===== config.mk =====
export PLATFORM = sky130hd
export DESIGN_NAME = poly_voice_allocator
export DESIGN_NICKNAME = d
export VERILOG_FILES = /design/src/pva_pkg.sv /design/src/poly_voice_allocator.sv /design/src/pva_ctrl.sv /design/src/pva_datapath.sv
export SDC_FILE = /design/constraint.sdc
export NUM_CORES = 1
export LEC_CHECK = 0
export BUFFER_PORTS_ARGS = -buffer_cell sky130_fd_sc_hd__buf_4
export CAP_MARGIN = 20
export CORE_ASPECT_RATIO = 2
export CORE_MARGIN = 4
export CORE_UTILIZATION = 30
export DETAILED_ROUTE_END_ITERATION = 12
export GPL_TIMING_DRIVEN = 0
export PLACE_DENSITY = 0.5
export SLEW_MARGIN = 20
export SYNTH_ARGS = -nofsm -noshare
export SYNTH_HDL_FRONTEND = slang
export SYNTH_HIERARCHICAL = 1
export SYNTH_SLANG_ARGS = --single-unit

===== constraint.sdc =====
create_clock -name clk -period 13.8 [get_ports clk]
set_input_delay 0.69 -clock clk [delete_from_list [all_inputs] [get_ports clk]]
set_output_delay 0.69 -clock clk [all_outputs]
set_load 0.02 [all_outputs]

===== src/pva_pkg.sv =====
`timescale 1ns / 1ps
// Shared types and constants for the polyphonic voice allocator.
// Used by pva_ctrl, pva_datapath and poly_voice_allocator; depends on nothing.
package pva_pkg;

  localparam int NUM_VOICES  = 8;
  localparam int MAX_RESULTS = 8;
  localparam int IDX_W       = (NUM_VOICES > 1) ? $clog2(NUM_VOICES) : 1;
  localparam int CNT_W       = $clog2(MAX_RESULTS + 1);

  localparam logic       CMD_NOTE_ON  = 1'b0;
  localparam logic       CMD_NOTE_OFF = 1'b1;

  localparam logic [1:0] ACT_NONE     = 2'd0;
  localparam logic [1:0] ACT_START    = 2'd1;
  localparam logic [1:0] ACT_RELEASE  = 2'd2;

  localparam logic [4:0] LISTEN_RESET = 5'd1;

  typedef struct packed {
    logic        command;
    logic [4:0]  event_channel;
    logic [6:0]  note_number;
    logic [15:0] time_delta;
  } pva_in_t;

  typedef struct packed {
    logic [2:0] voice_index;
    logic [1:0] action;
    logic       retrigger;
    logic [6:0] assigned_note;
    logic       last;
  } pva_out_t;

  // Commands from the controller to the datapath.
  typedef struct packed {
    logic load;
    logic age;
    logic scan_on;
    logic commit_on;
    logic release_v;
    logic skip;
    logic emit_none;
  } pva_cmd_t;

  // Status from the datapath to the controller.
  typedef struct packed {
    logic chan_match;
    logic is_off;
    logic idx_last;
    logic out_free;
    logic off_any;
    logic cur_match;
    logic release_last;
  } pva_stat_t;

endpackage


===== src/poly_voice_allocator.sv =====
`timescale 1ns / 1ps
// Polyphonic voice allocator, top level. Depends on pva_pkg, pva_ctrl, pva_datapath.
// Other channel: an empty result. Note-on: one voice compared per cycle, then the
// chosen voice is started. Note-off: one voice per cycle, held while a release waits.
// The input stalls until an item is done, so a new item is not taken before then;
// results wait in one output register.
// Synchronous reset clears all gates, notes and ages and sets listen_channel to 1.
module poly_voice_allocator (
  input  logic              clk,
  input  logic              rst,
  input  logic              in_valid,
  output logic              in_stall,
  input  pva_pkg::pva_in_t  in_data,
  input  logic              cfg_valid,
  output logic              cfg_ready,
  input  logic [4:0]        cfg_data,
  output logic              out_valid,
  input  logic              out_stall,
  output pva_pkg::pva_out_t out_data
);
  import pva_pkg::*;

  pva_cmd_t  cmd;
  pva_stat_t stat;

  assign cfg_ready = 1'b1;

  pva_ctrl u_ctrl (
    .clk      (clk),
    .rst      (rst),
    .in_valid (in_valid),
    .in_stall (in_stall),
    .stat     (stat),
    .cmd      (cmd)
  );

  pva_datapath u_datapath (
    .clk       (clk),
    .rst       (rst),
    .in_data   (in_data),
    .cfg_we    (cfg_valid && cfg_ready),
    .cfg_data  (cfg_data),
    .cmd       (cmd),
    .stat      (stat),
    .out_stall (out_stall),
    .out_valid (out_valid),
    .out_data  (out_data)
  );

endmodule


===== src/pva_ctrl.sv =====
`timescale 1ns / 1ps
// Controller state machine of the voice allocator.
// Depends on pva_pkg; drives pva_datapath through command and status structs.
module pva_ctrl (
  input  logic              clk,
  input  logic              rst,
  input  logic              in_valid,
  output logic              in_stall,
  input  pva_pkg::pva_stat_t stat,
  output pva_pkg::pva_cmd_t  cmd
);
  import pva_pkg::*;

  typedef enum logic [2:0] {
    S_IDLE,
    S_AGE,
    S_SCAN_ON,
    S_COMMIT_ON,
    S_SCAN_OFF,
    S_NONE
  } state_t;

  state_t state;
  state_t state_next;

  always_comb begin
    state_next = state;
    cmd        = '0;
    case (state)
      S_IDLE: begin
        if (in_valid) begin
          cmd.load   = 1'b1;
          state_next = S_AGE;
        end
      end
      S_AGE: begin
        cmd.age = 1'b1;
        if (!stat.chan_match) begin
          state_next = S_NONE;
        end else if (stat.is_off) begin
          state_next = S_SCAN_OFF;
        end else begin
          state_next = S_SCAN_ON;
        end
      end
      S_SCAN_ON: begin
        cmd.scan_on = 1'b1;
        if (stat.idx_last) begin
          state_next = S_COMMIT_ON;
        end
      end
      S_COMMIT_ON: begin
        if (stat.out_free) begin
          cmd.commit_on = 1'b1;
          state_next    = S_IDLE;
        end
      end
      S_SCAN_OFF: begin
        // The mask is only empty here when no voice held the note at all.
        if (!stat.off_any) begin
          state_next = S_NONE;
        end else if (!stat.cur_match) begin
          cmd.skip = 1'b1;
        end else if (stat.out_free) begin
          cmd.release_v = 1'b1;
          if (stat.release_last) begin
            state_next = S_IDLE;
          end
        end
      end
      S_NONE: begin
        if (stat.out_free) begin
          cmd.emit_none = 1'b1;
          state_next    = S_IDLE;
        end
      end
      default: begin
        state_next = S_IDLE;
      end
    endcase
  end

  always_ff @(posedge clk) begin
    if (rst) begin
      state    <= S_IDLE;
      in_stall <= 1'b0;
    end else begin
      state    <= state_next;
      in_stall <= (state_next != S_IDLE);
    end
  end

  property p_load_only_idle;
    @(posedge clk) disable iff (rst) cmd.load |-> !in_stall;
  endproperty
  a_load_only_idle: assert property (p_load_only_idle)
    else $error("item taken while the controller was busy");

  property p_stall_while_busy;
    @(posedge clk) disable iff (rst) cmd.load |=> in_stall;
  endproperty
  a_stall_while_busy: assert property (p_stall_while_busy)
    else $error("input not stalled after an item was taken");

endmodule


===== src/pva_datapath.sv =====
`timescale 1ns / 1ps
// Datapath of the voice allocator: voice state, scan registers and the
// output register. Depends on pva_pkg; commanded by pva_ctrl.
module pva_datapath (
  input  logic               clk,
  input  logic               rst,
  input  pva_pkg::pva_in_t   in_data,
  input  logic               cfg_we,
  input  logic [4:0]         cfg_data,
  input  pva_pkg::pva_cmd_t  cmd,
  output pva_pkg::pva_stat_t stat,
  input  logic               out_stall,
  output logic               out_valid,
  output pva_pkg::pva_out_t  out_data
);
  import pva_pkg::*;

  pva_in_t                item;
  logic [4:0]             listen_channel;
  logic [NUM_VOICES-1:0]  voice_gate;
  logic [6:0]             voice_note [NUM_VOICES];
  logic [31:0]            voice_age  [NUM_VOICES];
  logic [NUM_VOICES-1:0]  match_mask;
  logic [NUM_VOICES-1:0]  match_next;
  logic [NUM_VOICES-1:0]  rest_mask;
  logic [IDX_W-1:0]       scan_idx;
  logic [CNT_W-1:0]       release_count;
  logic                   f_found;
  logic [IDX_W-1:0]       f_idx;
  logic [31:0]            f_age;
  logic                   g_found;
  logic [IDX_W-1:0]       g_idx;
  logic [31:0]            g_age;
  logic [IDX_W-1:0]       chosen;
  logic                   cur_gate;
  logic [31:0]            cur_age;
  logic                   out_free;
  logic [32:0]            age_sum [NUM_VOICES];

  assign cur_gate = voice_gate[scan_idx];
  assign cur_age  = voice_age[scan_idx];
  assign chosen   = f_found ? f_idx : g_idx;
  assign out_free = !out_valid || !out_stall;
  assign rest_mask = match_mask & ~(NUM_VOICES'(1) << scan_idx);

  always_comb begin
    for (int v = 0; v < NUM_VOICES; v++) begin
      match_next[v] = voice_gate[v] && (voice_note[v] == item.note_number);
      age_sum[v]    = {1'b0, voice_age[v]} + 33'(item.time_delta);
    end
  end

  always_comb begin
    stat.chan_match   = (item.event_channel == listen_channel);
    stat.is_off       = (item.command == CMD_NOTE_OFF);
    stat.idx_last     = (scan_idx == IDX_W'(NUM_VOICES - 1));
    stat.out_free     = out_free;
    stat.off_any      = |match_mask;
    stat.cur_match    = match_mask[scan_idx];
    stat.release_last = (rest_mask == '0) ||
                        (release_count == CNT_W'(MAX_RESULTS - 1));
  end

  // Item and configuration registers.
  always_ff @(posedge clk) begin
    if (rst) begin
      listen_channel <= LISTEN_RESET;
    end else if (cfg_we) begin
      listen_channel <= cfg_data;
    end
    if (cmd.load) begin
      item <= in_data;
    end
  end

  // Voice state.
  always_ff @(posedge clk) begin
    if (rst) begin
      voice_gate <= '0;
      for (int v = 0; v < NUM_VOICES; v++) begin
        voice_note[v] <= '0;
        voice_age[v]  <= '0;
      end
    end else begin
      for (int v = 0; v < NUM_VOICES; v++) begin
        if (cmd.age) begin
          voice_age[v] <= age_sum[v][32] ? '1 : age_sum[v][31:0];
        end else if (cmd.commit_on && chosen == IDX_W'(v)) begin
          voice_age[v] <= '0;
        end
      end
      if (cmd.commit_on) begin
        voice_gate[chosen] <= 1'b1;
        voice_note[chosen] <= item.note_number;
      end
      if (cmd.release_v) begin
        voice_gate[scan_idx] <= 1'b0;
      end
    end
  end

  // Scan registers: one voice looked at per cycle, except while a release waits for the output register.
  always_ff @(posedge clk) begin
    if (rst) begin
      scan_idx      <= '0;
      release_count <= '0;
      match_mask    <= '0;
      f_found       <= 1'b0;
      g_found       <= 1'b0;
    end else if (cmd.age) begin
      scan_idx      <= '0;
      release_count <= '0;
      match_mask    <= match_next;
      f_found       <= 1'b0;
      g_found       <= 1'b0;
    end else begin
      if (cmd.scan_on) begin
        // Strictly older replaces, so ties stay with the lower index.
        if (cur_gate) begin
          if (!g_found || cur_age > g_age) begin
            g_found <= 1'b1;
            g_idx   <= scan_idx;
            g_age   <= cur_age;
          end
        end else begin
          if (!f_found || cur_age > f_age) begin
            f_found <= 1'b1;
            f_idx   <= scan_idx;
            f_age   <= cur_age;
          end
        end
      end
      if (cmd.scan_on || cmd.skip || cmd.release_v) begin
        scan_idx <= scan_idx + IDX_W'(1);
      end
      if (cmd.release_v) begin
        match_mask[scan_idx] <= 1'b0;
        release_count        <= release_count + CNT_W'(1);
      end
    end
  end

  // Output register.
  always_ff @(posedge clk) begin
    if (rst) begin
      out_valid <= 1'b0;
    end else if (cmd.commit_on || cmd.release_v || cmd.emit_none) begin
      out_valid <= 1'b1;
    end else if (!out_stall) begin
      out_valid <= 1'b0;
    end
    if (cmd.commit_on) begin
      out_data.voice_index   <= 3'(chosen);
      out_data.action        <= ACT_START;
      out_data.retrigger     <= !f_found;
      out_data.assigned_note <= item.note_number;
      out_data.last          <= 1'b1;
    end else if (cmd.release_v) begin
      out_data.voice_index   <= 3'(scan_idx);
      out_data.action        <= ACT_RELEASE;
      out_data.retrigger     <= 1'b0;
      out_data.assigned_note <= item.note_number;
      out_data.last          <= stat.release_last;
    end else if (cmd.emit_none) begin
      out_data <= '{voice_index: 3'd0, action: ACT_NONE, retrigger: 1'b0,
                    assigned_note: 7'd0, last: 1'b1};
    end
  end

  property p_no_overwrite;
    @(posedge clk) disable iff (rst)
      (out_valid && out_stall) |-> !(cmd.commit_on || cmd.release_v || cmd.emit_none);
  endproperty
  a_no_overwrite: assert property (p_no_overwrite)
    else $error("result written over an item not yet taken");

  property p_commit_gates;
    @(posedge clk) disable iff (rst)
      cmd.commit_on |=> voice_gate[$past(chosen)] && (voice_age[$past(chosen)] == '0);
  endproperty
  a_commit_gates: assert property (p_commit_gates)
    else $error("started voice not gated with cleared age");

  property p_release_clears;
    @(posedge clk) disable iff (rst)
      cmd.release_v |=> !voice_gate[$past(scan_idx)];
  endproperty
  a_release_clears: assert property (p_release_clears)
    else $error("released voice still gated");

  property p_none_fields;
    @(posedge clk) disable iff (rst)
      (out_valid && out_data.action == ACT_NONE) |->
        (out_data.voice_index == 3'd0 && out_data.assigned_note == 7'd0 &&
         out_data.last && !out_data.retrigger);
  endproperty
  a_none_fields: assert property (p_none_fields)
    else $error("empty result carries non-zero fields");

endmodule

==> results of run 1 <==
-- metal layers --
metal	global-route usage (%)	vias up	wire length (um)
met5	0	-	0
met4	11.9	0	7730
met3	1.29	190	2420
met2	37.8	504	56300
met1	16.9	11268	32500
li1	-	10601	-
-- where the power goes --
| part | switching (mW) | internal, mW | leakage, nW |
|---|---|---|---|
| logic | 0.923 | 0.631 | 7.26 |
| clock network | 0.606 | 0.735 | 0.737 |
| registers | 0.210 | 1.77 | 4.61 |
-- placed cells by master, fill, tap and decap left out, types with 19 or more instances in the layout --
cell type    n
ha_1       199
inv_1      142
xnor2_1    109
a211oi_1    48
a31oi_1     33
buf_4       63
xor2_1     101
nor3_1      77
clkbuf_16   46
o21a_1      22
nor2_1     160
mux4_2      68
o21ai_0     72
mux2_2      30
a21oi_1    310
nand2b_1    35
edfxtp_1   422
a21o_1      71
clkbuf_1    96
nand3_1     57
or3_1       20
nor2b_1     27
dfxtp_1     41
nand2_1    116
and2_1      77
a311oi_1    19
and3_1      48
nand4_1     41
-- worst max-delay path by stage --
stage	start	endpoint	slack, ns	cells past startpoint
global placement	flip-flop	u_datapath/g_age[12]$_DFFE_PP_	4.15	13
finish	flip-flop	u_datapath/f_age[20]$_DFFE_PP_	7.97	12
floorplan	flip-flop	u_datapath/g_age[0]$_DFFE_PP_	7.51	10
global route	flip-flop	u_datapath/f_age[15]$_DFFE_PP_	7.69	12
CTS	flip-flop	u_datapath/f_age[15]$_DFFE_PP_	7.78	12
detailed placement	flip-flop	u_datapath/f_age[13]$_DFFE_PP_	7.78	12
-- cell type report --
| cell class | instances | area [um2] | share of cell area, % |
|---|---|---|---|
| multi-input cells | 2014 | 15300 | 45.4 |
| clock buffers | 63 | 1240 | 3.69 |
| plain buffers | 108 | 440 | 1.31 |
| inverters | 142 | 533 | 1.58 |
| repair buffers | 76 | 777 | 2.30 |
| flip-flops and latches | 463 | 13500 | 40.0 |
| well taps | 1312 | 1640 | 4.86 |
| clock inverters | 22 | 299 | 0.886 |
-- metrics by stage --
| step | cells | cell area, um2 |
|---|---|---|
| finish | 4200 | 33700 |
| global route | 4200 | 33700 |
| CTS | 4197 | 33700 |
| detailed placement | 4112 | 32200 |
| global placement | 4092 | 31700 |
| floorplan | 2727 | 29700 |
-- cell families after synthesis --
| kind of cell | after synthesis | share of synthesized area (%) |
|---|---|---|
| buf+inv | 250 | 3.27 |
| mux | 113 | 6.80 |
| compound gates | 718 | 15.5 |
| flops | 463 | 45.5 |
| xor+xnor | 210 | 6.20 |
| simple gates | 765 | 13.8 |
| other cells | 1 | 0.0126 |
| fa+ha+maj | 207 | 8.93 |
-- sequential cells by signal, summed over array words and instances, names as in the netlist, named ones only --
signal                     count
u_datapath/stat                1
u_datapath/g_age              32
u_datapath/out_data           14
u_datapath/out_valid           1
u_datapath/listen_channel      5
u_datapath/match_mask          8
u_datapath/release_count       4
u_datapath/f_idx               3
u_datapath/voice_gate          8
u_datapath/voice_age         256
u_datapath/voice_note         56
u_datapath/g_found             1
u_datapath/f_age              32
u_datapath/f_found             1
u_datapath/g_idx               3
u_ctrl/in_stall                1
u_datapath/scan_idx            3
u_datapath/item               28
u_ctrl/state                   3
==> metrics.txt, run 1 <==
Detailed Place HPWL=77600 um; DIE AREA=104000 um2; P_leak=12.6 nW; core area=97900 um2; CP arrival=6.13 ns; ANT nets after route=0; Synth area leader=edfxtp_1; critical path class=reg2reg; Synth Cell Area=29700 um2; FMAX=0.172 GHz; nets@finish=3097; post-CTS sizing=0; Total Routed Length=99000 um; Yosys reg bits=463; Worst Hold Class=in2reg; # DRC=0; DR pass1 iterations=5; aggregate global-route resource usage=18.4%; distinct cell type count after synthesis=107; vias in the first global route=23046; r2r setup slk=7.97 ns; Filler cells=9876; first-pass GRT wire length=145000 um; startpoint type of the worst setup path=flip-flop; H-tree depth=2; Fin Clk Skew=0.0277 ns; largest fanout on the critical path=19; Main synth FF type=edfxtp_1; Post-Route Utilization=34.5%; Hold Crit Start=in_data[20]; Synth async-reset ratio=0%; Least-Margin Pin Slew=1.19 ns; Top delay family on crit path=buffers and inverters; TritonCTS clock tree=built; Root Buffer=clkbuf_16; # setup viols final=0; total congestion overflow=0; largest net degree at the start of global routing=26; post-synth top area share=42.7%; worst path bufs/invs=3; fin worst setup slack=7.97 ns; period utilization=42.2%; Tot Pwr=4.88 mW; Clock Latency Late Sink=0.62 ns; Die Wd=230 um; main area contributors after synthesis=edfxtp_1 43%, ha_1 8.4%, a21oi_1 5.2%; hold buffers post-CTS=0; status=completed; Setup WS pre-CTS=7.78 ns; clock buffer depth=3; register area share after synthesis=45.5%; most frequent cells after synthesis=422 x edfxtp_1, 310 x a21oi_1, 199 x ha_1; vias per std cell=5.37; post-DR wirelength/cell=23.6 um; Post-synth EDFFs=422; CP max-delay cell=buf_1; total I/O pin count=56; Initial Util=30.3%; antenna cell count=0; R2R cell count=12; Hold Path Stages=1; GPL Wtd Cong=0.915; Tmin final=5.83 ns; final hold viol count=0; Avg Cell Area, Syn=10.9 um2; maximum VDD drop=0.109 mV; Layout Area Growth over Synthesis=13.7%; CTS buffer count=46; total of max-cap violations=0; syn nets=2973; Max-slew headroom=21.0%; worst hold slack=0.250 ns; kind of end point of the critical path=flip-flop; count of pins over their slew limit=0; setup total negative slack=0 ns; CP peak stage delay=0.82 ns; Starting DRT DRC Count=1346; Worst-path clk slew=0.07 ns; initial antenna violation count=0; Worst R2R End=u_datapath/f_age[20]$_DFFE_PP_; I/O Buffers=53; critical-path cell list=clkbuf_1 > buf_1 > mux4_2 > mux2_2 > ha_1 > nand3_1 > nor3_1 > nand2_1 > or4_1 > o31ai_1 > o21a_2 > buf_16; Post-CTS Setup Bufs=0; clock sink count=463; ratio of cells with drive above 1 in the final layout=11.4%; Hold EP=u_datapath/item[20]$_DFFE_PP_; Die Y=453 um; num rows=162; WP data required=14.10 ns; warnings from Yosys=6; Vias=22563; RSZ-0062 raised after global routing=no; PD cells=145 nW/um2; Gate Count Post-Synth=2727; most instantiated library cell after synthesis=edfxtp_1
Power figures use the tool's default switching activity.
==> inputs of run 2 (changes only) <==
--- a/config.mk
+++ b/config.mk
@@ -12,7 +12,7 @@
 export CORE_UTILIZATION = 30
 export DETAILED_ROUTE_END_ITERATION = 12
 export GPL_TIMING_DRIVEN = 0
-export PLACE_DENSITY = 0.5
+export PLACE_DENSITY = 0.52
 export SLEW_MARGIN = 20
 export SYNTH_ARGS = -nofsm -noshare
 export SYNTH_HDL_FRONTEND = slang
==> constraint.sdc (replaced) <==
create_clock -name clk -period 5.1 [get_ports clk]
set_input_delay 0.255 -clock clk [delete_from_list [all_inputs] [get_ports clk]]
set_output_delay 0.255 -clock clk [all_outputs]
set_load 0.02 [all_outputs]
==> metrics.txt, run 2 (synthesis gave the netlist of run 1 again) <==
Least-Margin Pin Slew=1.13 ns (-0.0567 ns); Filler cells=9855 (-0.21%); CP max-delay cell=clkbuf_1; switching share of power=34.9% (-0.74 points); Root Buffer=clkbuf_16; num rows=162 (unchanged); aggregate global-route resource usage=18.6% (+0.23 points); max FFs per register=256 (unchanged); worst hold slack=0.0504 ns (-0.200 ns); Initial Util=30.3% (unchanged); count of pins over their slew limit=0 (unchanged); Die Wd=230 um (unchanged); final hold viol count=0 (unchanged); clock buffer depth=3 (unchanged); ANT nets after route=0 (unchanged); total I/O pin count=56 (unchanged); clock sink count=463 (unchanged); sequential power share=40.3% (-0.3 points); Storage cell area=13500 um2 (unchanged); post-placement cell area=32200 um2 (+0.11%); Fin Clk Skew=0.0392 ns (+0.0116 ns); Worst Hold Class=in2reg; final instance area=34100 um2 (+1.1%); DR pass1 iterations=7 (+2); CP peak stage delay=0.76 ns (-0.06 ns); largest net degree at the start of global routing=23 (-12%); r2r setup slk=0.19 ns (-7.79 ns); Detailed Place HPWL=81100 um (+4.6%); Starting DRT DRC Count=1198 (-11%); status=completed; Vias=22595 (+0.14%); Layout Area Growth over Synthesis=15.0%; H-tree depth=2 (unchanged); # setup viols final=0 (unchanged); total congestion overflow=0 (unchanged); most frequent cells in the layout=422 x edfxtp_1, 309 x a21oi_1, 199 x ha_1; RSZ-0062 raised after global routing=no; multi-input logic area=15300 um2 (+0.11%); P_sw=4.56 mW (+160%); CTS buffer count=45 (-2.2%); Die Y=453 um (unchanged); CP arrival=5.19 ns (-0.94 ns); # DRC=0 (unchanged); Setup WS pre-CTS=-0.651 ns (-8.43 ns); initial antenna violation count=1 (+1); DIE AREA=104000 um2 (unchanged); critical path class=reg2reg; WP data required=5.38 ns (-8.72 ns); maximum VDD drop=0.316 mV (+190%); combinational power share=32.3% (+0.4 points); Tot Pwr=13.1 mW (+170%); Total Routed Length=99500 um (+0.54%); vias in the first global route=24147 (+4.8%); post-DR wirelength/cell=23.5 um (-0.26%); ratio of cells with drive above 1 in the final layout=11.9% (+0.52 points); critical-path cell list=buf_1 > clkbuf_1 > mux2_2 > ha_1 > nand3_1 > nor3_1 > nand2_1 > or4_1 > o31ai_1 > o21a_2 > buf_12; period utilization=96.3% (+54 points); vias per std cell=5.34 (-0.66%); fin worst setup slack=0.186 ns (-7.79 ns); P_leak=12.8 nW (+1.5%); TritonCTS clock tree=built; commonest non-fill, non-tap cell in the layout=edfxtp_1; first-pass GRT wire length=146000 um (+1.0%); startpoint type of the worst setup path=flip-flop; Clock Latency Late Sink=0.61 ns (about the same); setup total negative slack=0 ns (unchanged); cell-internal power=8.50 mW (+170%); GPL Wtd Cong=0.894 (-2.3%); Tmin final=4.91 ns (-0.914 ns); nets@finish=3133 (+1.2%); core area=97900 um2 (unchanged); Largest regs=u_datapath/voice_age x256, u_datapath/voice_note x56; total of max-cap violations=0 (unchanged); largest fanout on the critical path=22 (+3); Max-slew headroom=24.0% (+3.0 points); Clock Power Share=27.4% (about the same); FMAX=0.204 GHz (+19%); Worst-path clk slew=0.07 ns (about the same); most flop-heavy register=u_datapath/voice_age; PD cells=383 nW/um2 (+160%); kind of end point of the critical path=flip-flop; I/O Buffers=53 (unchanged)
-- run 2: per-layer routing --
| layer | GRT usage [%] | part of all wire (%) | vias to the layer above | wire length, um |
|---|---|---|---|---|
| met1 | 15.0 | 30 | 11157 | 29400 |
| met5 | 0 | 0 | - | 0 |
| met2 | 39.4 | 59 | 516 | 58500 |
| li1 | - | - | 10673 | - |
| met4 | 15.1 | 9.7 | 0 | 9620 |
| met3 | 1.31 | 2.1 | 249 | 2050 |
-- run 2: what timing repair did --
item,4_1_cts,5_1_grt
hold buffers,34,0
setup endpoints to repair,68,52
cloned,0,0
resized for setup,16,4
setup buffers,0,4
hold endpoints to repair,34,0
-- run 2: worst max-delay path: cells and delay by family (launching register included) --
family	cells	cell delay (ns)
AOI/OAI and AO/OA	2	0.66
buffers and inverters	3	1.41
DFF	1	0.40
muxes	1	0.47
adders and majority gates	1	0.29
and+or+nand+nor	4	1.34
-- run 2: path summary, 6_finish.rpt --
check / cells after the start / endpoint / start
setup / recovery: 11 / u_datapath/f_idx[0]$_DFFE_PP_ / flip-flop
hold / removal: 3 / u_datapath/out_valid$_SDFFE_PP0P_ / out_stall
setup reg to reg: 11 / u_datapath/f_idx[0]$_DFFE_PP_ / flip-flop
hold reg to reg: 2 / u_datapath/out_data[10]$_SDFFE_PP0P_ / u_datapath/out_data[10]$_SDFFE_PP0P_
-- run 2: final cells by class --
type                            count  area share (%)
Sequential cell                   463            39.5
Multi-Input combinational cell   2014            44.9
Timing Repair Buffer              113            3.32
Clock inverter                     25           0.884
Inverter                          142            1.57
Tap cell                         1312            4.81
Buffer                            108            1.40
Antenna cell                        1         0.00733
Clock buffer                       56            3.51
-- run 2: through the flow --
stage | util (%) | instances
final | 34.9 | 4234
after detailed placement | 32.9 | 4114
after CTS | 34.8 | 4229
after floorplan | - | 2727
after global placement | 32.4 | 4092
after global routing | 34.9 | 4234
-- run 2: power by group through the flow --
stage	clock [mW]	combinational (mW)	sequential, mW
after floorplan	0	3.01	5.16
after global routing	3.81	4.61	5.32
final	3.58	4.22	5.27
after detailed placement	0	4.16	5.34
after global placement	0	4.04	5.37
after CTS	3.69	4.21	5.26
